## src/rtl/b64e_pkg.sv

```systemverilog
package b64e_pkg;

    localparam logic [6:0] PAD_CHAR = 7'h3D;

    typedef enum logic [1:0] {
        FILL0 = 2'd0,
        FILL2 = 2'd1,
        FILL4 = 2'd2
    } t_fill;

    typedef struct packed {
        logic [3:0][6:0] chars;
        logic [1:0]      last_idx;
        logic            eom;
    } t_job;

    function automatic logic [6:0] sextet_char(input logic [5:0] idx);
        logic [6:0] wide;
        wide = {1'b0, idx};
        case (idx) inside
            [6'd0:6'd25]:  sextet_char = wide + 7'h41;
            [6'd26:6'd51]: sextet_char = wide + 7'h47;
            [6'd52:6'd61]: sextet_char = wide - 7'h04;
            6'd62:         sextet_char = 7'h2B;
            default:       sextet_char = 7'h2F;
        endcase
    endfunction

endpackage

```

## src/rtl/base64_stream_encoder_top.sv

```systemverilog
// a byte's first character passes through the queue and then the output register before it is shown
// throughput: one character per cycle while i_stall is low, set by the single output register
// a byte yields one or two characters, four at most on the final byte
// so a byte yields about 1.33 characters on average over a long message
// reset: synchronous active low, empties the queue and clears pending bits and output valid
module base64_stream_encoder_top #(
    parameter int QUEUE_DEPTH = 2
) (
    input  logic       i_clk,
    input  logic       i_rst_n,
    input  logic       i_valid,
    output logic       o_stall,
    input  logic [7:0] i_data_byte,
    input  logic       i_end_of_message,
    output logic       o_valid,
    input  logic       i_stall,
    output logic [6:0] o_out_char,
    output logic       o_last_char
);
    import b64e_pkg::*;

    t_job front_job;
    t_job head_job;
    logic push;
    logic pop;
    logic q_full;
    logic q_empty;

    b64e_front u_front (
        .i_clk           (i_clk),
        .i_rst_n         (i_rst_n),
        .i_valid         (i_valid),
        .i_data_byte     (i_data_byte),
        .i_end_of_message(i_end_of_message),
        .i_full          (q_full),
        .o_stall         (o_stall),
        .o_push          (push),
        .o_job           (front_job)
    );

    b64e_queue #(
        .WIDTH($bits(t_job)),
        .DEPTH(QUEUE_DEPTH)
    ) u_queue (
        .i_clk  (i_clk),
        .i_rst_n(i_rst_n),
        .i_push (push),
        .i_wdata(front_job),
        .i_pop  (pop),
        .o_rdata(head_job),
        .o_full (q_full),
        .o_empty(q_empty)
    );

    b64e_back u_back (
        .i_clk      (i_clk),
        .i_rst_n    (i_rst_n),
        .i_q_empty  (q_empty),
        .i_job      (head_job),
        .o_pop      (pop),
        .i_stall    (i_stall),
        .o_valid    (o_valid),
        .o_out_char (o_out_char),
        .o_last_char(o_last_char)
    );

endmodule

```

## src/rtl/b64e_queue.sv

```systemverilog
module b64e_queue #(
    parameter int WIDTH = 8,
    parameter int DEPTH = 2
) (
    input  logic             i_clk,
    input  logic             i_rst_n,
    input  logic             i_push,
    input  logic [WIDTH-1:0] i_wdata,
    input  logic             i_pop,
    output logic [WIDTH-1:0] o_rdata,
    output logic             o_full,
    output logic             o_empty
);
    localparam int PW = (DEPTH > 1) ? $clog2(DEPTH) : 1;
    localparam int CW = $clog2(DEPTH + 1);
    localparam logic [PW-1:0] LAST_PTR = PW'(DEPTH - 1);
    localparam logic [CW-1:0] FULL_CNT = CW'(DEPTH);

    logic [WIDTH-1:0] r_mem [DEPTH];
    logic [PW-1:0]    r_wptr;
    logic [PW-1:0]    r_rptr;
    logic [CW-1:0]    r_cnt;
    logic             wr;
    logic             rd;

    assign o_full  = (r_cnt == FULL_CNT);
    assign o_empty = (r_cnt == '0);
    assign o_rdata = r_mem[r_rptr];
    assign wr      = i_push && !o_full;
    assign rd      = i_pop && !o_empty;

    always_ff @(posedge i_clk) begin
        if (!i_rst_n) begin
            r_wptr <= '0;
            r_rptr <= '0;
            r_cnt  <= '0;
        end else begin
            if (wr) begin
                r_wptr <= (r_wptr == LAST_PTR) ? '0 : r_wptr + 1'b1;
            end
            if (rd) begin
                r_rptr <= (r_rptr == LAST_PTR) ? '0 : r_rptr + 1'b1;
            end
            if (wr && !rd) begin
                r_cnt <= r_cnt + 1'b1;
            end else if (rd && !wr) begin
                r_cnt <= r_cnt - 1'b1;
            end
        end
    end

    always_ff @(posedge i_clk) begin
        if (wr) begin
            r_mem[r_wptr] <= i_wdata;
        end
    end

endmodule

```

## src/rtl/b64e_front.sv

```systemverilog
module b64e_front (
    input  logic          i_clk,
    input  logic          i_rst_n,
    input  logic          i_valid,
    input  logic [7:0]    i_data_byte,
    input  logic          i_end_of_message,
    input  logic          i_full,
    output logic          o_stall,
    output logic          o_push,
    output b64e_pkg::t_job o_job
);
    import b64e_pkg::*;

    t_fill      r_fill;
    t_fill      n_fill;
    logic [3:0] r_pend;
    logic [3:0] n_pend;

    assign o_stall = i_full;
    assign o_push  = i_valid && !i_full;

    always_comb begin
        o_job.chars    = {4{PAD_CHAR}};
        o_job.last_idx = 2'd0;
        o_job.eom      = i_end_of_message;
        n_fill         = FILL0;
        n_pend         = 4'd0;
        case (r_fill)
            FILL0: begin
                o_job.chars[0] = sextet_char(i_data_byte[7:2]);
                n_fill         = FILL2;
                n_pend         = {2'b00, i_data_byte[1:0]};
                if (i_end_of_message) begin
                    o_job.chars[1] = sextet_char({i_data_byte[1:0], 4'b0000});
                    o_job.last_idx = 2'd3;
                end
            end
            FILL2: begin
                o_job.chars[0] = sextet_char({r_pend[1:0], i_data_byte[7:4]});
                n_fill         = FILL4;
                n_pend         = i_data_byte[3:0];
                if (i_end_of_message) begin
                    o_job.chars[1] = sextet_char({i_data_byte[3:0], 2'b00});
                    o_job.last_idx = 2'd2;
                end
            end
            FILL4: begin
                o_job.chars[0] = sextet_char({r_pend, i_data_byte[7:6]});
                o_job.chars[1] = sextet_char(i_data_byte[5:0]);
                o_job.last_idx = 2'd1;
            end
            default: begin
                n_fill = FILL0;
            end
        endcase
        if (i_end_of_message) begin
            n_fill = FILL0;
            n_pend = 4'd0;
        end
    end

    always_ff @(posedge i_clk) begin
        if (!i_rst_n) begin
            r_fill <= FILL0;
            r_pend <= 4'd0;
        end else if (o_push) begin
            r_fill <= n_fill;
            r_pend <= n_pend;
        end
    end

endmodule

```

## src/rtl/b64e_back.sv

```systemverilog
module b64e_back (
    input  logic           i_clk,
    input  logic           i_rst_n,
    input  logic           i_q_empty,
    input  b64e_pkg::t_job i_job,
    output logic           o_pop,
    input  logic           i_stall,
    output logic           o_valid,
    output logic [6:0]     o_out_char,
    output logic           o_last_char
);
    import b64e_pkg::*;

    logic       r_valid;
    logic [1:0] r_idx;
    logic [6:0] r_char;
    logic       r_last;
    logic       out_ready;
    logic       take;
    logic       job_done;

    assign out_ready   = !r_valid || !i_stall;
    assign take        = !i_q_empty && out_ready;
    assign job_done    = (r_idx == i_job.last_idx);
    assign o_pop       = take && job_done;
    assign o_valid     = r_valid;
    assign o_out_char  = r_char;
    assign o_last_char = r_last;

    always_ff @(posedge i_clk) begin
        if (!i_rst_n) begin
            r_valid <= 1'b0;
            r_idx   <= 2'd0;
        end else if (out_ready) begin
            r_valid <= !i_q_empty;
            if (take) begin
                r_idx <= job_done ? 2'd0 : r_idx + 2'd1;
            end
        end
    end

    always_ff @(posedge i_clk) begin
        if (take) begin
            r_char <= i_job.chars[r_idx];
            r_last <= i_job.eom && job_done;
        end
    end

endmodule

```

## config.mk

```make
export PLATFORM = sky130hd
export DESIGN_NAME = base64_stream_encoder_top
export DESIGN_NICKNAME = d
export VERILOG_FILES = /design/src/rtl/b64e_pkg.sv /design/src/rtl/base64_stream_encoder_top.sv /design/src/rtl/b64e_queue.sv /design/src/rtl/b64e_front.sv /design/src/rtl/b64e_back.sv
export SDC_FILE = /design/constraint.sdc
export NUM_CORES = 1
export LEC_CHECK = 0
export BUFFER_PORTS_ARGS = -buffer_cell sky130_fd_sc_hd__buf_2
export CAP_MARGIN = 20
export CORE_MARGIN = 5
export CORE_UTILIZATION = 63
export DETAILED_ROUTE_END_ITERATION = 6
export HOLD_SLACK_MARGIN = 0.02
export PLACE_DENSITY = 0.82
export SLEW_MARGIN = 20
export SYNTH_ARGS = -nofsm -noshare
export SYNTH_HDL_FRONTEND = slang
export SYNTH_SLANG_ARGS = --single-unit
```

## constraint.sdc

```tcl
create_clock -name i_clk -period 3.6 [get_ports i_clk]
set_input_delay 0.18 -clock i_clk [delete_from_list [all_inputs] [get_ports i_clk]]
set_output_delay 0.18 -clock i_clk [all_outputs]
set_load 0.02 [all_outputs]
```

==> results.tsv, run 1 <==
stage	metric	value	unit
status	status	finished clean	
timing	Final Hold Viols	0	
floorplan	Die Y	95.0	microns
yosys	Cells after Synth	501	
cells_and_area	nets	554	
timing	fmax	323	MHz
critical_path	Critical Path RT	3.65	ns
timing	setup ws final	0.503	ns
power_and_ir_drop	P_leak	1.78	nW
clock_network	clk buf depth	2	
timing	setup_tns	0	ns
critical_path	Worst Setup Start Kind	flop	
cells_and_area	Final Cell Area	4830	sq um
cells_and_area	fin util	0.677	
timing	final setup vio count	0	
timing	Slew Limit Fails	0	
detailed_routing	drt total wl	12400	microns
floorplan	die area	9030	sq um
yosys	Post-synth EDFFs	42	
power_and_ir_drop	total power	2.16	mW
power_and_ir_drop	Peak VDD IR	0.248	mV
cells_and_area	layout cells sized above 1	0.150	
clock_network	CTS sink count	56	
placed_design	dpl ws	0.601	ns
yosys	Area contributors post-synth	edfxtp_1, ha_1, dfxtp_1	
cells_and_area	most common cell after layout, fill and taps aside	edfxtp_1	
floorplan	Core Region	7140	sq um
run	max-cap violations	0	
critical_path	CP endpoint kind	flop	
placed_design	cell area after placement	4730	sq um
floorplan	Initial Util	0.638	
yosys	Synth top area share	0.277	
clock_network	Hold-fix buffers, CTS	0	
yosys	FF+latch count, synth	56	
critical_path	largest fanout on the critical path	16	
grt	initial antenna violation count	0	
clock_network	TritonCTS clock tree	yes	
timing	RSZ-0062 raised after global routing	no	
clock_network	clk_lat worst skew	0.30	ns
clock_network	CTS root buf	clkbuf_8	
yosys	share of the yosys chip area belonging to registers	0.338	
power_and_ir_drop	PwrDens	447	nW/um^2
floorplan	Cell Rows	31	
yosys	ys async rst share	0	
yosys	largest area contributor in the netlist	edfxtp_1	
cells_and_area	Fillers	624	
clock_network	Worst-path clk slew	0.10	ns
cells_and_area	Area growth, synth to finish	6.07	%
clock_network	post_cts resized	0	
grt	largest net degree at the start of global routing	22	
placed_design	Post-Place Cells	603	
detailed_routing	DRT Pass-1 Iters	5	
clock_network	H-tree depth	2	
timing	final period utilization	0.860	
cells_and_area	final cell count without fillers	611	
detailed_routing	routed vias	4117	
yosys	post-synthesis cell type count	82	
worst_hold_path	Hold Path Class	primary input to flop	
detailed_routing	DR vias/cell	6.74	
placed_design	hpwl dp	9280	microns
critical_path	CP Class	flop to flop	
grt	vias in the first global route	3891	
timing	Tmin final	3.10	ns
timing	Worst-Margin Slew	0.931	ns
placed_design	GPL Wtd Cong	1.03	
floorplan	IO Count	23	
detailed_routing	DRT iter0 DRCs	348	
cells_and_area	Antenna Cells	0	
yosys	Top FF cell, synth	edfxtp_1	
critical_path	Arrival @ worst endpoint	3.15	ns
grt	first-pass GRT wire length	20100	microns
timing	final hold slack	0.156	ns
clock_network	postcts setup bufs	0	
detailed_routing	Residual DRC	0	
placed_design	IO buf count	22	
detailed_routing	Post-DRT Antenna Nets	0	
timing	clk_skew	0.0119	ns
timing	Max-slew headroom	0.371	
detailed_routing	WL per Instance	20.3	microns
yosys	Post-Syn Area	4560	sq um
yosys	syn nets	544	
yosys	Synth Area per Inst	9.10	sq um
floorplan	die width	95.0	microns
yosys	Yosys warning count	0	
cells_and_area	most frequent cells in the layout	edfxtp_1, nand2_1, nor2_1, a21oi_1, ha_1	
grt	aggregate global-route resource usage	0.287	
grt	GRT Residual Overflow	0	
clock_network	CTS buffer count	5	
-- power breakdown --
group | total, mW | leakage, nW | internal (mW) | switching [mW]
registers | 0.974 | 0.498 | 0.882 | 0.0917
clock network | 0.377 | 0.0540 | 0.183 | 0.194
logic | 0.809 | 1.23 | 0.330 | 0.478
total | 2.16 | 1.78 | 1.40 | 0.764
-- critical path: stages, from the launching register on --
cell and delay (ns):
dfxtp_1 0.74, inv_1 0.28, ha_1 0.30, a221o_1 0.40, and2_1 0.26, or4_1 0.54
a31oi_1 0.21, o21ai_1 0.12
-- Yosys cell counts (all sizes together), types with 4 or more instances --
library cell and n:
edfxtp 42, nand2 40, nor2 32, a21oi 30
ha 30, o21ai 28, nand3 26, inv 20
clkbuf 15, xnor2 15, dfxtp 14, buf 13
nor3 13, or2 12, a31oi 11, and2 11
nor2b 11, or3 10, o211ai 9, mux4 7
nor4 7, xor2 7, a21o 6, mux2i 6
a22oi 5, and3 5, a21boi 4, nand2b 4
o22ai 4, o31ai 4, or4 4
-- flip-flops by register name, indices dropped and copies added, names as in the netlist, named ones only --
register,cells
u_queue.r_mem,34
u_back.o_out_char,7
u_front.r_pend,4
u_back.r_idx,2
u_front.r_fill,2
u_queue.r_cnt,2
u_back.o_last_char,1
u_back.o_valid,1
u_queue.r_rptr,1
u_queue.r_wptr,1
-- path summary, 6_finish.rpt --
| path | start | end | slack, ns | cells after the start |
|---|---|---|---|---|
| worst min-delay path | i_stall | u_back.o_valid$_SDFFE_PN0N_ | 0.16 | 3 |
| worst min register to register | u_back.o_valid$_SDFFE_PN0N_ | u_back.o_valid$_SDFFE_PN0N_ | 0.50 | 2 |
| worst max-delay path | u_front.r_pend[1]$_SDFFE_PN0P_ | u_queue.r_mem[1][3]$_DFFE_PP_ | 0.50 | 7 |
| worst max register to register | u_front.r_pend[1]$_SDFFE_PN0P_ | u_queue.r_mem[1][3]$_DFFE_PP_ | 0.50 | 7 |
-- routing by layer --
layer,track usage,vias up,wire (microns)
met5,0,-,0
met4,0.111,0,440
met3,0.0355,37,884
met2,0.482,202,6050
met1,0.377,1974,5040
li1,-,1904,-
-- layout make-up --
cell class / instances / area, sq um / share of cell area
clock buffer: 7 / 97.6 / 0.0202
clock inverter: 1 / 8.76 / 0.00181
inverter: 21 / 83.8 / 0.0173
multi-input combinational: 396 / 2800 / 0.579
sequential: 56 / 1540 / 0.319
tap: 99 / 124 / 0.0256
timing repair buffer: 31 / 178 / 0.0368
-- cells by family (layout without fill, tap and decap cells) --
family | after synthesis | after routing | synth area share
AND/OR/NAND/NOR | 188 | 188 | 0.219
multiplexers | 14 | 14 | 0.0502
buffers and inverters | 49 | 60 | 0.0472
XOR/XNOR | 22 | 22 | 0.0423
flip-flops | 56 | 56 | 0.338
adder cells (fa/ha/maj) | 30 | 30 | 0.0824
AO/OA/AOI/OAI | 142 | 142 | 0.220
No activity file was read; power rests on OpenSTA's default activity.
==> run 2: changes to the inputs <==
BUFFER_PORTS_ARGS = -buffer_cell sky130_fd_sc_hd__buf_4   (was -buffer_cell sky130_fd_sc_hd__buf_2)
==> run 2 against run 1 <==
Effect of this change:
- global-route usage down 1.0 points
- clock-buffer cell count is 1 lower
- routed wire length decreased by 2.4%
- via count shrank 0.53%
- worst setup slack lost 0.13 ns
- combinational power grew 4.3%
- sequential share of layout area shrank 0.26 points
- largest power group unchanged
- final area is 0.83% higher
==> results.tsv, run 2 (same netlist as run 1, synthesis figures left out) <==
stage	metric	value	unit	change
clock_network	CTS root buf	clkbuf_8		
timing	final period utilization	0.896		+0.0355
critical_path	Critical Path RT	3.58	ns	-0.07 ns
cells_and_area	multi-input logic area	2800	sq um	unchanged
worst_hold_path	Hold Path Class	primary input to flop		
timing	Max-slew headroom	0.328		-0.0433
grt	GRT Residual Overflow	0		unchanged
grt	initial antenna violation count	0		unchanged
cells_and_area	Most flops, register	u_queue.r_mem		
timing	Worst-Margin Slew	0.995	ns	+0.0641 ns
floorplan	Initial Util	0.638		unchanged
timing	Tmin final	3.23	ns	+0.128 ns
detailed_routing	drt total wl	12100	microns	-2.4%
floorplan	Core Region	7140	sq um	unchanged
clock_network	postcts setup bufs	0		unchanged
clock_network	Worst-path clk slew	0.10	ns	about the same
cells_and_area	Antenna Cells	0		unchanged
cells_and_area	nets	552		-0.36%
power_and_ir_drop	P_leak	1.79	nW	+0.51%
timing	fmax	310	MHz	-4.0%
grt	aggregate global-route resource usage	0.277		-0.00997
critical_path	Worst Setup Start Kind	flop		
cells_and_area	Fillers	595		-4.6%
power_and_ir_drop	Peak VDD IR	0.257	mV	+3.6%
floorplan	Cell Rows	31		unchanged
detailed_routing	routed vias	4095		-0.53%
timing	RSZ-0062 raised after global routing	no		
run	max-cap violations	0		unchanged
placed_design	cell area after placement	4770	sq um	+0.85%
floorplan	die width	95.0	microns	unchanged
placed_design	hpwl dp	8970	microns	-3.3%
critical_path	CP Class	flop to flop		
power_and_ir_drop	Clock power frac	0.169		-0.006
clock_network	TritonCTS clock tree	yes		
placed_design	GPL Wtd Cong	0.958		-7.5%
grt	first-pass GRT wire length	19500	microns	-2.9%
cells_and_area	fin util	0.683		+0.00561
clock_network	H-tree depth	2		unchanged
power_and_ir_drop	Gate power share	0.387		+0.013
detailed_routing	DRT Pass-1 Iters	5		unchanged
cells_and_area	most frequent cells in the layout	edfxtp_1, nand2_1, nor2_1, a21oi_1, ha_1		
critical_path	crit path max-delay cell type	dfxtp_1		
power_and_ir_drop	PwrDens	447	nW/um^2	about the same
clock_network	clk_lat worst skew	0.31	ns	about the same
timing	final hold slack	0.125	ns	-0.0309 ns
grt	vias in the first global route	3883		-0.21%
timing	setup_tns	0	ns	unchanged
cells_and_area	Final Cell Area	4870	sq um	+0.83%
critical_path	CP endpoint kind	flop		
status	status	finished clean		
detailed_routing	Residual DRC	0		unchanged
power_and_ir_drop	Seq pwr share	0.444		-0.007
power_and_ir_drop	Pint	1.42	mW	+2.0%
grt	largest net degree at the start of global routing	22		unchanged
critical_path	crit-path cells	inv_1 -> ha_1 -> a221o_1 -> and2_1 -> a41o_1 -> nor4_1 -> o221ai_1		
timing	Final Hold Viols	0		unchanged
cells_and_area	max FFs per register	34		unchanged
detailed_routing	DR vias/cell	6.72		-0.21%
detailed_routing	WL per Instance	19.9	microns	-2.1%
critical_path	WP buf/inv	1		unchanged
cells_and_area	layout cells sized above 1	0.147		-0.00333
critical_path	slowest stage delay, CP	0.72	ns	-0.02 ns
clock_network	CTS buffer count	5		unchanged
cells_and_area	most common cell after layout, fill and taps aside	edfxtp_1		
critical_path	Arrival @ worst endpoint	3.21	ns	+0.06 ns
placed_design	IO buf count	22		unchanged
critical_path	largest fanout on the critical path	16		unchanged
timing	Slew Limit Fails	0		unchanged
cells_and_area	flip-flop and latch area	1540	sq um	unchanged
clock_network	clk buf depth	2		unchanged
floorplan	die area	9030	sq um	unchanged
detailed_routing	Post-DRT Antenna Nets	0		unchanged
power_and_ir_drop	Sw Pwr	0.756	mW	-1.1%
power_and_ir_drop	Sw Ratio	0.347		-0.00700
clock_network	post_cts resized	0		unchanged
timing	final setup vio count	0		unchanged
floorplan	Die Y	95.0	microns	unchanged
clock_network	Hold-fix buffers, CTS	0		unchanged
power_and_ir_drop	total power	2.18	mW	+0.92%
critical_path	Worst path top cell family by delay	compound AO/OA/AOI/OAI gates		
detailed_routing	DRT iter0 DRCs	360		+3.4%
floorplan	IO Count	23		unchanged
timing	clk_skew	0.0150	ns	+0.00316 ns
cells_and_area	Area growth, synth to finish	6.95	%	
clock_network	CTS sink count	56		unchanged
[run 2: changes by cell type in the layout (fill, tap and decap cells not counted), sizes merged]
cell | previous run | this run
buf | 31 | 29
clkinv | 1 | 3
inv | 21 | 20
clkbuf | 7 | 6
[run 2: final timing paths]
kind	startpoint	to	slack (ns)	cells after the start
setup / recovery	u_front.r_pend[1]$_SDFFE_PN0P_	u_queue.r_mem[0][5]$_DFFE_PP_	0.37	7
hold / removal	i_end_of_message	u_queue.r_mem[0][0]$_DFFE_PP_	0.12	1
setup reg to reg	u_front.r_pend[1]$_SDFFE_PN0P_	u_queue.r_mem[0][5]$_DFFE_PP_	0.37	7
hold reg to reg	u_back.o_valid$_SDFFE_PN0N_	u_back.o_valid$_SDFFE_PN0N_	0.51	2
[run 2: power by group through the flow]
stage | logic, mW | clock network (mW) | registers (mW)
after CTS | 0.842 | 0.373 | 0.969
after detailed placement | 0.838 | 0 | 0.983
after global placement | 0.809 | 0 | 0.977
after global routing | 0.910 | 0.401 | 0.984
final | 0.844 | 0.368 | 0.968
after floorplan | 0.542 | 0 | 1.01
[run 2: routing by layer]
layer	global-route usage	wire length [microns]	vias up
li1	-	-	1897
met2	0.467	5820	207
met4	0.120	507	0
met1	0.359	4920	1947
met3	0.0324	869	44
met5	0	0	-
[run 2: layout make-up]
| type | instances | area share |
|---|---|---|
| flip-flops and latches | 56 | 0.316 |
| repair buffers | 29 | 0.0447 |
| well taps | 99 | 0.0254 |
| clock buffers | 6 | 0.0193 |
| inverters | 21 | 0.0172 |
| clock inverters | 2 | 0.00257 |
| multi-input cells | 396 | 0.575 |
[run 2: per-stage QoR]
stage / setup slack, ns / instances
after floorplan: 0.932 / 501
after global placement: 0.598 / 601
after detailed placement: 0.541 / 601
after CTS: 0.504 / 609
after global routing: 0.357 / 609
final: 0.375 / 609
==> run 3: changes to the inputs <==
CORE_UTILIZATION = 64   (was 63)
CTS_BUF_LIST = sky130_fd_sc_hd__clkbuf_8   (was not set)
GPL_TIMING_DRIVEN = 0   (was not set)
PLACE_DENSITY = 0.83   (was 0.82)
clock period = 3.15 ns   (was 3.6 ns; I/O delays follow)
==> run 3 against run 2 <==
Effect of this change:
- via count up 4.1%
- final area up 2.7%
- utilization up 4.6 points
- largest power group unchanged
- sequential cell count unchanged
- sequential share of layout area down 0.73 points
==> results.tsv, run 3 (same netlist as run 1, synthesis figures left out) <==
stage	metric	value	unit	change
timing	fmax	325	MHz	+5.0%
clock_network	CTS buffer count	5		unchanged
timing	clk_skew	0.00625	ns	-0.00879 ns
clock_network	CTS root buf	clkbuf_8		
critical_path	Worst path top cell family by delay	simple AND/OR/NAND/NOR gates		
status	status	finished clean		
grt	GRT Residual Overflow	0		unchanged
placed_design	IO buf count	22		unchanged
floorplan	Core Region	6870	sq um	-3.8%
detailed_routing	DRT Pass-1 Iters	5		unchanged
placed_design	GPL Wtd Cong	0.965		+0.78%
detailed_routing	DR vias/cell	6.82		+1.5%
floorplan	die area	8910	sq um	-1.4%
timing	Worst-Margin Slew	0.982	ns	-0.0127 ns
cells_and_area	Antenna Cells	0		unchanged
critical_path	CP endpoint kind	flop		
critical_path	Worst Setup Start Kind	flop		
floorplan	die width	94.4	microns	-0.70%
timing	RSZ-0062 raised after global routing	no		
critical_path	crit path max-delay cell type	dfxtp_4		
power_and_ir_drop	Peak VDD IR	0.472	mV	+84%
placed_design	hpwl dp	9620	microns	+7.2%
clock_network	clk_lat worst skew	0.30	ns	about the same
cells_and_area	most common cell after layout, fill and taps aside	edfxtp_1		
floorplan	Cell Rows	30		-3.2%
grt	first-pass GRT wire length	21000	microns	+7.6%
power_and_ir_drop	P_leak	1.85	nW	+3.5%
timing	Tmin final	3.07	ns	-0.152 ns
timing	final period utilization	0.975		+0.0796
critical_path	largest fanout on the critical path	10		-6
floorplan	IO Count	23		unchanged
detailed_routing	WL per Instance	20.6	microns	+3.3%
cells_and_area	layout cells sized above 1	0.163		+0.0155
run	max-cap violations	0		unchanged
clock_network	TritonCTS clock tree	yes		
cells_and_area	final cell count without fillers	625		+2.6%
timing	Final Hold Viols	0		unchanged
critical_path	slowest stage delay, CP	0.43	ns	-0.29 ns
clock_network	CTS sink count	56		unchanged
clock_network	H-tree depth	2		unchanged
grt	vias in the first global route	4018		+3.5%
power_and_ir_drop	PwrDens	524	nW/um^2	+17%
worst_hold_path	Hold Path Class	primary input to flop		
timing	Max-slew headroom	0.344		+0.0162
critical_path	WP buf/inv	3		+2
critical_path	CP Class	flop to flop		
cells_and_area	nets	571		+3.4%
placed_design	Post-Place Cells	619		+3.0%
detailed_routing	routed vias	4264		+4.1%
critical_path	critical path depth in cells	10		+3
cells_and_area	Most flops, register	u_queue.r_mem		
timing	Slew Limit Fails	0		unchanged
cells_and_area	Area growth, synth to finish	9.83	%	
critical_path	FF-to-FF path depth	10		+3
clock_network	clk buf depth	2		unchanged
grt	aggregate global-route resource usage	0.303		+0.0261
detailed_routing	DRT iter0 DRCs	429		+19%
critical_path	Arrival @ worst endpoint	3.11	ns	-0.10 ns
detailed_routing	drt total wl	12900	microns	+6.0%
clock_network	Worst-path clk slew	0.09	ns	about the same
grt	initial antenna violation count	0		unchanged
critical_path	crit-path cells	buf_4 -> inv_1 -> ha_1 -> nor2b_1 -> o211a_1 -> or2_2 -> clkbuf_1 -> a41o_1 -> nor4_4 -> o221ai_2		
detailed_routing	Residual DRC	0		unchanged
floorplan	Die Y	94.4	microns	-0.70%
critical_path	Critical Path RT	3.18	ns	-0.40 ns
grt	largest net degree at the start of global routing	19		-14%
critical_path	flop2flop setup slack	0.08	ns	-0.30 ns
cells_and_area	most frequent cells in the layout	edfxtp_1, nand2_1, nor2_1, a21oi_1, ha_1		
floorplan	Initial Util	0.663		+0.0249
worst_hold_path	WHS Path Cells	1		unchanged
detailed_routing	Post-DRT Antenna Nets	0		unchanged
timing	final setup vio count	0		unchanged
cells_and_area	fin util	0.729		+0.0457
cells_and_area	max FFs per register	34		unchanged
run 3: cell count changes in the layout (fill, tap and decap cells not counted), sizes merged:
cell	before	now
clkbuf	6	19
buf	29	34
bufinv	0	2
clkinv	3	1
inv	20	21
run 3: power breakdown:
part	internal [mW]	switching (mW)
clock network	0.314	0.222
logic	0.417	0.597
registers	1.01	0.0641
run 3: repair_timing:
action | 4_1_cts | 5_1_grt
gates resized for setup | 3 | 8
pin swaps | 0 | 0
setup buffers | 0 | 0
endpoints found under the setup margin | 2 | 14
hold buffers | 0 | 0
run 3: through the flow:
stage / setup WS, ns / cell area (sq um) / power [mW] / TNS, ns / hold WS, ns
after detailed placement: -0.330 / 4850 / 2.08 / -1.57 / 0.423
after global placement: -0.244 / 4840 / 2.05 / -1.18 / 0.416
after CTS: 0.000619 / 4990 / 2.62 / 0 / 0.102
after global routing: 0.00239 / 5000 / 2.77 / 0 / 0.107
final: 0.0775 / 5000 / 2.62 / 0 / 0.114
after floorplan: 0.482 / 4560 / 1.77 / 0 / 0.256
run 3: worst paths after layout:
path / start / to
worst max-delay path: u_front.r_pend[0]$_SDFFE_PN0P_ / u_queue.r_mem[0][5]$_DFFE_PP_
worst min-delay path: i_end_of_message / u_queue.r_mem[1][0]$_DFFE_PP_
worst max register to register: u_front.r_pend[0]$_SDFFE_PN0P_ / u_queue.r_mem[0][5]$_DFFE_PP_
worst min register to register: u_back.o_valid$_SDFFE_PN0N_ / u_back.o_valid$_SDFFE_PN0N_
run 3: layer usage:
metal  share of wire  global-route usage  vias up
met5               0                   0        -
met4           0.027              0.0963        0
met3           0.091              0.0534       38
met2            0.46               0.488      239
met1            0.42               0.416     2042
li1                -                   -     1945
run 3: final cells by class:
| type | instances | area [sq um] |
|---|---|---|
| multi-input cells | 396 | 2830 |
| fillers | 544 | 1860 |
| flip-flops and latches | 56 | 1550 |
| repair buffers | 22 | 165 |
| plain buffers | 26 | 130 |
| well taps | 96 | 120 |
| inverters | 21 | 83.8 |
| clock buffers | 5 | 68.8 |
| clock inverters | 3 | 63.8 |
